**src/design/firq16_pkg.sv**
```systemverilog
`timescale 1ns / 1ps
`default_nettype none

package firq16_pkg;

	localparam int MAX_TAPS_DEF = 64;
	localparam int SAMPLE_W     = 16;
	localparam int ACC_W        = 32;
	localparam int OUT_SHIFT    = 16;
	localparam int TAP_CNT_W    = 7;
	localparam int TAP_IDX_W    = 6;

	localparam logic [TAP_CNT_W-1:0] TAP_COUNT_RST = 7'd64;
	localparam logic [ACC_W-1:0]     ROUND_BIAS    = 32'h0000_8000;

	localparam logic CMD_LOAD   = 1'b0;
	localparam logic CMD_FILTER = 1'b1;

	typedef enum logic [2:0] {
		ST_IDLE,
		ST_RUN,
		ST_FLUSH1,
		ST_FLUSH2,
		ST_WB
	} fsm_state_t;

	typedef struct packed {
		logic shift;
		logic rotate;
	} cell_ctrl_t;

endpackage

`default_nettype wire

```
**src/design/firq16_cell.sv**
```systemverilog
`timescale 1ns / 1ps
`default_nettype none

module firq16_cell (
	input  wire                                   clk,
	input  wire                                   arst_n,
	input  wire firq16_pkg::cell_ctrl_t           ctrl,
	input  wire logic signed [firq16_pkg::SAMPLE_W-1:0] from_newer,
	input  wire logic signed [firq16_pkg::SAMPLE_W-1:0] from_older,
	output logic signed [firq16_pkg::SAMPLE_W-1:0]      sample
);

	logic signed [firq16_pkg::SAMPLE_W-1:0] sample_q;

	always_ff @(posedge clk or negedge arst_n) begin
		if (!arst_n) begin
			sample_q <= '0;
		end else if (ctrl.shift) begin
			sample_q <= from_newer;
		end else if (ctrl.rotate) begin
			sample_q <= from_older;
		end
	end

	assign sample = sample_q;

endmodule

`default_nettype wire

```
**src/design/firq16_coef_mem.sv**
```systemverilog
`timescale 1ns / 1ps
`default_nettype none

module firq16_coef_mem #(
	parameter int DEPTH = firq16_pkg::MAX_TAPS_DEF,
	parameter int IDX_W = (DEPTH > 1) ? $clog2(DEPTH) : 1
) (
	input  wire                                          clk,
	input  wire                                          arst_n,
	input  wire                                          we,
	input  wire logic [IDX_W-1:0]                        waddr,
	input  wire logic signed [firq16_pkg::SAMPLE_W-1:0]  wdata,
	input  wire logic [IDX_W-1:0]                        raddr,
	output logic signed [firq16_pkg::SAMPLE_W-1:0]       rdata
);

	logic signed [firq16_pkg::SAMPLE_W-1:0] mem [DEPTH];
	logic [DEPTH-1:0]                       vld_q;
	logic signed [firq16_pkg::SAMPLE_W-1:0] rd_q;
	logic                                   rv_q;

	always_ff @(posedge clk) begin
		if (we) begin
			mem[waddr] <= wdata;
		end
		rd_q <= mem[raddr];
	end

	// unwritten slots read as zero
	always_ff @(posedge clk or negedge arst_n) begin
		if (!arst_n) begin
			vld_q <= '0;
			rv_q  <= 1'b0;
		end else begin
			if (we) begin
				vld_q[waddr] <= 1'b1;
			end
			rv_q <= vld_q[raddr];
		end
	end

	assign rdata = rv_q ? rd_q : '0;

endmodule

`default_nettype wire

```
**src/design/firq16_mac.sv**
```systemverilog
`timescale 1ns / 1ps
`default_nettype none

module firq16_mac (
	input  wire                                          clk,
	input  wire                                          arst_n,
	input  wire                                          clear,
	input  wire                                          en,
	input  wire logic signed [firq16_pkg::SAMPLE_W-1:0]  sample,
	input  wire logic signed [firq16_pkg::SAMPLE_W-1:0]  coef,
	output logic [firq16_pkg::ACC_W-1:0]                 acc
);

	logic signed [firq16_pkg::ACC_W-1:0] prod_s2;
	logic                                en_s2;
	logic [firq16_pkg::ACC_W-1:0]        acc_q;

	always_ff @(posedge clk) begin
		prod_s2 <= firq16_pkg::ACC_W'(sample) * firq16_pkg::ACC_W'(coef);
	end

	always_ff @(posedge clk or negedge arst_n) begin
		if (!arst_n) begin
			en_s2 <= 1'b0;
			acc_q <= '0;
		end else begin
			en_s2 <= en;
			if (clear) begin
				acc_q <= '0;
			end else if (en_s2) begin
				acc_q <= acc_q + prod_s2;
			end
		end
	end

	assign acc = acc_q;

endmodule

`default_nettype wire

```
**src/design/fir_filter_q16_round_core.sv**
```systemverilog
`timescale 1ns / 1ps
`default_nettype none

// channel | signals                               | request
// --------+---------------------------------------+----------------------
// in      | in_valid in_stall cmd tap_index value | load coef or sample
// out     | out_valid out_stall filtered          | one per sample
// cfg     | cfg_we cfg_data                       | tap_count write
//
// Load request: no stall follows. Sample request: in_stall stays high through
// RUN, FLUSH1, FLUSH2 and WB; the delay line rotates once around its cells
// while one shared multiply-accumulate steps through the taps. Output register
// holds a result under out_stall; the next request is still taken, its result
// waiting in WB. Reset clears delay line, coefficient valid bits and state.

module fir_filter_q16_round_core #(
	parameter int MAX_TAPS = firq16_pkg::MAX_TAPS_DEF
) (
	input  wire                                              clk,
	input  wire                                              arst_n,
	input  wire                                              in_valid,
	output logic                                             in_stall,
	input  wire logic                                        cmd,
	input  wire logic [firq16_pkg::TAP_IDX_W-1:0]            tap_index,
	input  wire logic signed [firq16_pkg::SAMPLE_W-1:0]      value,
	output logic                                             out_valid,
	input  wire                                              out_stall,
	output logic signed [firq16_pkg::SAMPLE_W-1:0]           filtered,
	input  wire                                              cfg_we,
	input  wire logic [firq16_pkg::TAP_CNT_W-1:0]            cfg_data
);

	localparam int IDX_W = (MAX_TAPS > 1) ? $clog2(MAX_TAPS) : 1;
	localparam int CNT_W = $clog2(MAX_TAPS + 1);
	localparam int EXT_W = (CNT_W > firq16_pkg::TAP_CNT_W) ? CNT_W : firq16_pkg::TAP_CNT_W;
	localparam logic [EXT_W-1:0] MAX_EXT  = EXT_W'(MAX_TAPS);
	localparam logic [IDX_W-1:0] LAST_IDX = IDX_W'(MAX_TAPS - 1);

	firq16_pkg::fsm_state_t state_q, state_d;
	firq16_pkg::cell_ctrl_t cell_ctrl;

	logic [firq16_pkg::TAP_CNT_W-1:0]       tap_count_q;
	logic [IDX_W-1:0]                       step_q;
	logic signed [firq16_pkg::SAMPLE_W-1:0] dl [MAX_TAPS];
	logic signed [firq16_pkg::SAMPLE_W-1:0] head_s1;
	logic                                   en_s1;
	logic signed [firq16_pkg::SAMPLE_W-1:0] coef_rd;
	logic [firq16_pkg::ACC_W-1:0]           acc;
	logic [firq16_pkg::ACC_W-1:0]           rounded;
	logic signed [firq16_pkg::SAMPLE_W-1:0] out_q;
	logic                                   out_valid_q;

	logic             accept;
	logic             take_load;
	logic             take_sample;
	logic [EXT_W-1:0] cnt_ext;
	logic [EXT_W-1:0] taps;
	logic [EXT_W-1:0] step_ext;
	logic [EXT_W-1:0] rd_off;
	logic [EXT_W-1:0] idx_ext;
	logic             step_en;
	logic             last_step;
	logic             out_load;

	assign accept      = in_valid && !in_stall;
	assign take_load   = accept && (cmd == firq16_pkg::CMD_LOAD) && (idx_ext < MAX_EXT);
	assign take_sample = accept && (cmd == firq16_pkg::CMD_FILTER);

	assign cnt_ext  = EXT_W'(tap_count_q);
	assign taps     = (cnt_ext > MAX_EXT) ? MAX_EXT : cnt_ext;
	assign idx_ext  = EXT_W'(tap_index);
	assign step_ext = EXT_W'(step_q);
	assign step_en  = step_ext < taps;
	assign rd_off   = taps - EXT_W'(1) - step_ext;
	assign last_step = (step_q == LAST_IDX);

	assign cell_ctrl.shift  = take_sample;
	assign cell_ctrl.rotate = (state_q == firq16_pkg::ST_RUN);

	always_ff @(posedge clk or negedge arst_n) begin
		if (!arst_n) begin
			tap_count_q <= firq16_pkg::TAP_COUNT_RST;
		end else if (cfg_we) begin
			tap_count_q <= cfg_data;
		end
	end

	// delay line: cell 0 newest; shift on sample, rotate toward cell 0 while running
	for (genvar k = 0; k < MAX_TAPS; k++) begin : g_cell
		logic signed [firq16_pkg::SAMPLE_W-1:0] newer;
		logic signed [firq16_pkg::SAMPLE_W-1:0] older;
		if (k == 0) begin : g_first
			assign newer = value;
		end else begin : g_mid
			assign newer = dl[k-1];
		end
		if (k == MAX_TAPS - 1) begin : g_last
			assign older = dl[0];
		end else begin : g_inner
			assign older = dl[k+1];
		end
		firq16_cell u_cell (
			.clk        (clk),
			.arst_n     (arst_n),
			.ctrl       (cell_ctrl),
			.from_newer (newer),
			.from_older (older),
			.sample     (dl[k])
		);
	end

	firq16_coef_mem #(
		.DEPTH (MAX_TAPS),
		.IDX_W (IDX_W)
	) u_coef (
		.clk    (clk),
		.arst_n (arst_n),
		.we     (take_load),
		.waddr  (idx_ext[IDX_W-1:0]),
		.wdata  (value),
		.raddr  (rd_off[IDX_W-1:0]),
		.rdata  (coef_rd)
	);

	always_ff @(posedge clk) begin
		head_s1 <= dl[0];
	end

	always_ff @(posedge clk or negedge arst_n) begin
		if (!arst_n) begin
			en_s1 <= 1'b0;
		end else begin
			en_s1 <= (state_q == firq16_pkg::ST_RUN) && step_en;
		end
	end

	firq16_mac u_mac (
		.clk    (clk),
		.arst_n (arst_n),
		.clear  (take_sample),
		.en     (en_s1),
		.sample (head_s1),
		.coef   (coef_rd),
		.acc    (acc)
	);

	always_ff @(posedge clk or negedge arst_n) begin
		if (!arst_n) begin
			step_q <= '0;
		end else if (take_sample) begin
			step_q <= '0;
		end else if (state_q == firq16_pkg::ST_RUN) begin
			step_q <= step_q + IDX_W'(1);
		end
	end

	always_ff @(posedge clk or negedge arst_n) begin
		if (!arst_n) begin
			state_q <= firq16_pkg::ST_IDLE;
		end else begin
			state_q <= state_d;
		end
	end

	always_comb begin
		state_d  = state_q;
		in_stall = 1'b1;
		out_load = 1'b0;
		unique case (state_q)
			firq16_pkg::ST_IDLE: begin
				in_stall = 1'b0;
				if (take_sample) begin
					state_d = firq16_pkg::ST_RUN;
				end
			end
			firq16_pkg::ST_RUN: begin
				if (last_step) begin
					state_d = firq16_pkg::ST_FLUSH1;
				end
			end
			firq16_pkg::ST_FLUSH1: begin
				state_d = firq16_pkg::ST_FLUSH2;
			end
			firq16_pkg::ST_FLUSH2: begin
				state_d = firq16_pkg::ST_WB;
			end
			firq16_pkg::ST_WB: begin
				if (!out_valid_q || !out_stall) begin
					out_load = 1'b1;
					state_d  = firq16_pkg::ST_IDLE;
				end
			end
			default: begin
				state_d = firq16_pkg::ST_IDLE;
			end
		endcase
	end

	assign rounded = acc + firq16_pkg::ROUND_BIAS;

	always_ff @(posedge clk) begin
		if (out_load) begin
			out_q <= rounded[firq16_pkg::OUT_SHIFT +: firq16_pkg::SAMPLE_W];
		end
	end

	always_ff @(posedge clk or negedge arst_n) begin
		if (!arst_n) begin
			out_valid_q <= 1'b0;
		end else if (out_load) begin
			out_valid_q <= 1'b1;
		end else if (!out_stall) begin
			out_valid_q <= 1'b0;
		end
	end

	assign out_valid = out_valid_q;
	assign filtered  = out_q;

endmodule

`default_nettype wire

```
**config.mk**
```make
export PLATFORM = sky130hd
export DESIGN_NAME = fir_filter_q16_round_core
export DESIGN_NICKNAME = d
export VERILOG_FILES = /design/src/design/firq16_pkg.sv /design/src/design/firq16_cell.sv /design/src/design/firq16_coef_mem.sv /design/src/design/firq16_mac.sv /design/src/design/fir_filter_q16_round_core.sv
export SDC_FILE = /design/constraint.sdc
export NUM_CORES = 2
export LEC_CHECK = 0
export ABC_AREA = 1
export BUFFER_PORTS_ARGS = -buffer_cell sky130_fd_sc_hd__clkbuf_2
export CAP_MARGIN = 20
export CORE_MARGIN = 5
export CORE_UTILIZATION = 25
export DETAILED_ROUTE_END_ITERATION = 6
export PLACE_DENSITY_LB_ADDON = 0.2
export REMOVE_ABC_BUFFERS = 1
export SLEW_MARGIN = 30
export SYNTH_ARGS = -nofsm -noshare
export SYNTH_HDL_FRONTEND = slang
export SYNTH_HIERARCHICAL = 1
export SYNTH_SLANG_ARGS = --single-unit
export TNS_END_PERCENT = 20
```
**constraint.sdc**
```tcl
create_clock -name clk -period 8.4 [get_ports clk]
set_input_delay 1.68 -clock clk [delete_from_list [all_inputs] [get_ports clk]]
set_output_delay 1.68 -clock clk [all_outputs]
set_load 0.1 [all_outputs]
```
# [Word-level counts from Yosys, hierarchy flattened]
# Memories as Yosys holds them, arrays and structs flattened. A register that Yosys moved wholly into a read port is not among the register bits.
# Cells that the tools add are included.
[op_classes] add_sub_neg=5 n_mul=1 n_lt_le_gt_ge=6 n_eq_ne=9 n_mux=149 bitwise_logic=2 reduce_logical=13
[ops] operator="two-way mux 16 bit" count=129
[ops] operator="two-way mux 32 bit" count=2
[ops] operator="OR 64 bit" count=1
[ops] operator="adder 32 x 16 -> 32 bit, second input constant" count=1
[ops] operator="adder 32 bit" count=1
[ops] operator="multiplier 16 x 16 -> 32 bit" count=1
[ops] operator="less-than comparator 6 x 7 -> 1 bit, second input constant" count=3
[ops] operator="one-hot mux 3 bit (5 select lines)" count=1
[ops] operator="two-way mux 6 bit" count=2
[ops] operator="two-way mux 1 bit" count=9
[ops] operator="two-way mux 3 bit" count=3
[ops] operator="> comparator 7 bit, second input constant" count=1
[ops] operator="less-than comparator 6 x 7 -> 1 bit" count=1
[ops] operator="two-way mux 7 bit" count=1
[ops] operator="adder 6 x 1 -> 6 bit, second input constant" count=1
[ops] operator="binary-select mux 1 bit (select 6 bit)" count=1
[ops] operator="demux 1 bit (select 6 bit)" count=1
[ops] operator="== test 3 x 2 -> 1 bit, second input constant" count=2
[ops] operator="== test 6 bit, second input constant" count=1
[ops] operator=">= comparator 6 x 1 -> 1 bit, second input constant" count=1
[ops] operator="logical AND 1 bit" count=6
[ops] operator="subtractor 6 x 1 -> 6 bit, second input constant" count=1
[ops] operator="subtractor 6 bit" count=1
[ops] operator="!= test 2 x 1 -> 1 bit, second input constant" count=2
[ops] operator="other kinds (9)" count=12
[totals] ff_bits=1204 mem_bits_rw=1024 inputBits=35 out_inout_bits=18 wordCells=262 memories=1
[mem_list] memory="u_coef.mem" words=64 width=16 rd=1 rd_ports_with_merged_regs=1 write_ports=1 line_no="firq16_coef_mem.sv:17" rtl="logic signed [firq16_pkg::SAMPLE_W-1:0] mem [DEPTH];"

# [Depth between registers and ports, before layout]
[logic_depth] depth_word=6 mapped_depth=30 ltp_nobuf=26

# [Cells and area by module]
# Netlist, hierarchy kept.
[modules_own_cells] module="firq16_cell" instances=64 cells_per_inst=88 area_per_inst_um2=772.0 seq_area_each_um2=400.4
[modules_own_cells] module="firq16_coef_mem" instances=1 cells_per_inst=3834 area_per_inst_um2=44697.9 seq_area_each_um2=32696.4
[modules_own_cells] module="firq16_mac" instances=1 cells_per_inst=2079 area_per_inst_um2=14904.3 seq_area_each_um2=1466.4
[modules_own_cells] module="fir_filter_q16_round_core" instances=1 cells_per_inst=267 area_per_inst_um2=2384.8 seq_area_each_um2=1252.5

# [Least setup slack after synthesis]
# OpenSTA, ideal clock, no wires.
[synth_path] path_kind="register to register" startpoint="register u_coef.rv_q" endpoint="register u_mac/prod_s2[30] (netlist name)" setup_time_ns=0.112 arrival_ns=5.890 required_time_ns=8.288 slack_ns=2.397 path_stages_with_launch=25 path_buffers=4 period_less_slack_ns=6.003 path_cell_list="dfrtp_1 clkbuf_1 clkbuf_1 nand2_1 inv_1 clkbuf_1 clkbuf_1 nand2_1 fa_1 inv_1 fa_1 inv_1 fa_1 fa_1 inv_1 fa_1 fa_1 ha_1 nand2_1 nor3_1 nand2_1 nor4_1 nand2_1 nand3_1 nand2_1"
[synth_between] elab_chain_len=2
[synth_lines] element="start, declared" line_no="firq16_coef_mem.sv:20" rtl="logic rv_q;"
[synth_lines] element="start signal, assigned" line_no="firq16_coef_mem.sv:38" rtl="rv_q <= vld_q[raddr];"
[synth_lines] element="two-way mux 16 bit" line_no="firq16_coef_mem.sv:42" rtl="assign rdata = rv_q ? rd_q : '0;"
[synth_lines] element="via coef_rd (one bit)" line_no="fir_filter_q16_round_core.sv:47" rtl="logic signed [firq16_pkg::SAMPLE_W-1:0] coef_rd;"
[synth_lines] element="multiplier 16 x 16 -> 32 bit" line_no="firq16_mac.sv:19" rtl="prod_s2 <= firq16_pkg::ACC_W'(sample) * firq16_pkg::ACC_W'(coef);"
[synth_lines] element="end signal, assigned" line_no="firq16_mac.sv:19"
[synth_lines] element="end, declared" line_no="firq16_mac.sv:14" rtl="logic signed [firq16_pkg::ACC_W-1:0] prod_s2;"
# The timed path passes the listed nets, and every way through them passes these cells.
# A chain may end at the register's enable or synchronous reset.

# [Worst setup path in the final report]
# Ends and elaborated chain as after synthesis.

==> impl_metrics.ini <==
[drt]
first_pass_iters = 5
drc = 0
drt-initial-drc-count = 5821
ant_nets = 0
post_drt_via_cell_ratio = 4.53
vias = 80400
wl_per_cell_um = 18.5
drt-total-wl_um = 329000

[status]
status = finished, final reports clean

[synthesis]
synth-compound-area-share_pct = 0.577
syn_inst = 11800
synth_fa_ha_area_share_pct = 6.15
yosys.cell_types.count = 48
post_synth.cell_area_avg_um2 = 9.43
ys_seq_area_share_pct = 54.8
synth_ff_type = dfrtp_1
synthMuxAreaShare_pct = 0.0101
yosys_warnings = 6
synth_edf_count = 1040
synth_xor_area_share_pct = 0.346
ys_ff_latch = 2244
synth_simple_gate_area_share_pct = 31.0
synth_top_family_by_area = simple AND/OR/NAND/NOR gates
syn_area_um2 = 111000
synth-async-reset-ratio_pct = 50.8

[run]
maxCapViolCount = 0

[timing]
finalClockSkew_ps = 96.6
rsz0062_at_grt = no
hold_violations = 0
tns_ps = 0
finalSetupViolCount = 0
slew_viol_final = 0
slew_headroom_pct = 30.4
fmax_ghz = 0.151
setup_slack_ps = 1800
post-route-period-util_pct = 78.6
tightest_slew_ps = 1040
fin_crit_ps = 6600

[global_routing]
grt_pass1_wl_um = 515000
grt_usage_pct = 14.0
grt_pass1_vias = 81700
grt_overflow = 0
antenna_found_initial = 11
grt_max_degree = 162

[power_and_ir_drop]
p_switching_mw = 18.7
ir_drop_v = 0.000315
comb_power_share_pct = 40.6
leakagePower_nw = 55.0
switching_share_pct = 44.1
p_seq_share_pct = 31.9
p_per_area_nw_per_um2 = 341
p_int_mw = 23.7
clockPowerShare_pct = 27.5
power_mw = 42.5

[final_layout]
multi_input_area_um2 = 42700
final_area_um2 = 125000
utilization_pct = 28.0
syn2layout_area_growth_pct = 11.9
final_nets = 12000
regArea_um2 = 61000
drive_gt1_share_pct = 8.62
nFillCells = 47300

[clock_tree]
cts_tree = built
htreeDepth = 5
cts.sinks = 2244
holdBufCountCts = 0
clk_pin_slew_ps = 60
clkLatencyLatePin_ps = 900
cts_setup_buffers = 0
numCtsBuffers = 269
clock-root-buffer = clkbuf_16
cts_buffer_depth = 4
cts_resized = 0

[placement]
globalplace.congestion = 0.776
port_buffers = 52
place_area_um2 = 116000
pre_cts_ws_ps = 1840
dpl.hpwl_um = 204000

[worst_setup_path]
start_kind = flip-flop
crit_type = flip-flop to flip-flop
required_ps = 9120
crit_path_end_kind = flip-flop
critPathMaxFanout = 16
worstPathArrival_ps = 7320

[die]
start_util_pct = 25.1
core_um2 = 444000
die_x_um = 678
num_rows = 245
die_y_um = 678
pin_count = 53
die-area_um2 = 459000

[min_path]
hold_path_class = flip-flop to flip-flop
-- flip-flops by register name, summed over array words and instances (netlist names) --
register,count
g_cell.u_cell/sample,1024
u_coef/mem,1024
u_coef/vld_q,64
u_mac/acc,32
u_mac/prod_s2,32
filtered,16
head_s1,16
u_coef/rd_q,16
cnt_ext,7
step_q,6
state_q,3
en_s1,1
out_valid,1
u_coef/rv_q,1
u_mac/en_s2,1
-- power groups by stage --
stage                     logic (mW)  registers [mW]  clock network (mW)
final                           17.2            13.6                11.7
after detailed placement        17.5            13.8                   0
after global routing            19.2            13.7                12.5
after CTS                       17.5            13.6                12.0
after floorplan                 10.8            13.4                   0
after global placement          17.4            13.8                   0
-- cells in the mapped netlist, types with 2 or more instances --
| master | count | area (um2) |
|---|---|---|
| xor2_1 | 30 | 263 |
| o21ai_0 | 34 | 170 |
| nor2_4 | 2 | 22.5 |
| nand3_2 | 131 | 1310 |
| nor3_2 | 8 | 80.1 |
| a31oi_1 | 2 | 12.5 |
| dfxtp_1 | 64 | 1280 |
| o21bai_1 | 10 | 75.1 |
| nor2_1 | 176 | 661 |
| nor3_1 | 23 | 115 |
| nand2_1 | 4141 | 15500 |
| o21ai_1 | 5 | 25.0 |
| nor2_8 | 64 | 1280 |
| a21o_1 | 3 | 22.5 |
| nand3b_1 | 3 | 22.5 |
| fa_1 | 264 | 5290 |
| and2_1 | 4 | 25.0 |
| inv_1 | 635 | 2380 |
| a22o_1 | 2 | 17.5 |
| xnor2_1 | 14 | 123 |
| and3_1 | 3 | 18.8 |
| buf_6 | 271 | 3050 |
| buf_1 | 27 | 101 |
| or2_2 | 72 | 450 |
| nand3b_2 | 2 | 22.5 |
| nor4_1 | 9 | 56.3 |
| nand3_1 | 2932 | 14700 |
| edfxtp_1 | 1040 | 31200 |
| nor2_2 | 2 | 12.5 |
| ha_1 | 125 | 1560 |
| nand4_1 | 16 | 100 |
| buf_4 | 100 | 751 |
| a21oi_1 | 58 | 290 |
| buf_2 | 177 | 886 |
| inv_2 | 77 | 289 |
| clkbuf_1 | 111 | 417 |
| dfrtp_1 | 1139 | 28500 |
| nand2_2 | 22 | 138 |
| clkinv_1 | 5 | 18.8 |
-- per-layer routing --
layer / share of wire, % / GRT usage [%] / vias up
met5: 0 / 0 / -
met3: 3.2 / 1.45 / 364
li1: - / - / 38700
met2: 46 / 22.6 / 1175
met1: 49 / 20.3 / 40100
met4: 2.0 / 2.98 / 0
-- cells by family (layout without fill, tap and decap cells) --
family | after synthesis | in the layout
adders and majority gates | 389 | 389
DFF | 2244 | 2244
muxes | 1 | 1
other | 0 | 10
buffers and inverters | 1404 | 1408
xor gates and xnor gates | 44 | 44
and+or+nand+nor | 7612 | 7612
AOI/OAI and AO/OA | 118 | 118
-- metrics by stage --
stage               hold slack [ps]  cells
finish                          366  17800
global route                    390  17700
CTS                             374  17700
detailed placement              364  17300
global placement                339  17300
floorplan                       331  11100
-- cell usage in the layout (no fill, tap or decap), types with 71 or more instances in the layout --
cell type and count:
nand3_2 131, edfxtp_1 1040, clkbuf_1 71, nand3_1 2932, inv_1 634, buf_4 124, or2_2 72, nand2_1 4141
nor2_1 148, ha_1 124, inv_2 75, fa_1 263, dfrtp_1 1139, clkbuf_16 276
-- area by class of cell --
class | instances | area share (%)
clock buffer | 384 | 6.17
inverter | 717 | 2.18
multi-input combinational | 8164 | 34.2
tap | 5928 | 5.95
clock inverter | 99 | 0.840
sequential | 2244 | 49.0
timing repair buffer | 208 | 1.62
antenna | 10 | 0.0201
-- worst paths after layout --
kind | startpoint | endpoint | slack [ps] | depth (start not counted)
worst max-delay path | u_coef/rv_q$_DFF_PN0_ | u_mac/prod_s2[30]$_DFF_P_ | 1800 | 20
worst min-delay path | en_s1$_DFF_PN0_ | u_mac/en_s2$_DFF_PN0_ | 370 | 0
worst max register to register | u_coef/rv_q$_DFF_PN0_ | u_mac/prod_s2[30]$_DFF_P_ | 1800 | 20
worst min register to register | en_s1$_DFF_PN0_ | u_mac/en_s2$_DFF_PN0_ | 370 | 0
max in group asynchronous | arst_n | g_cell[9].u_cell/sample[11]$_DFFE_PN0P_ | 6170 | 2
min in group asynchronous | arst_n | g_cell[39].u_cell/sample[1]$_DFFE_PN0P_ | 710 | 1
-- worst max-delay path, cell delays in order, from the launching register on --
cell     delay (ps)
dfrtp_1         650
nand2_1         110
inv_1           440
nand2_1         180
inv_1           160
fa_1            550
fa_1            830
inv_1           120
fa_1            450
fa_1            540
inv_1            50
fa_1            550
fa_1            410
ha_1            410
nand2_1         120
nor3_1          240
nand2_1         110
nor4_1          210
nand2_1         130
nand3_1          90
nand2_1          50
(Power assumes the default switching activity.)
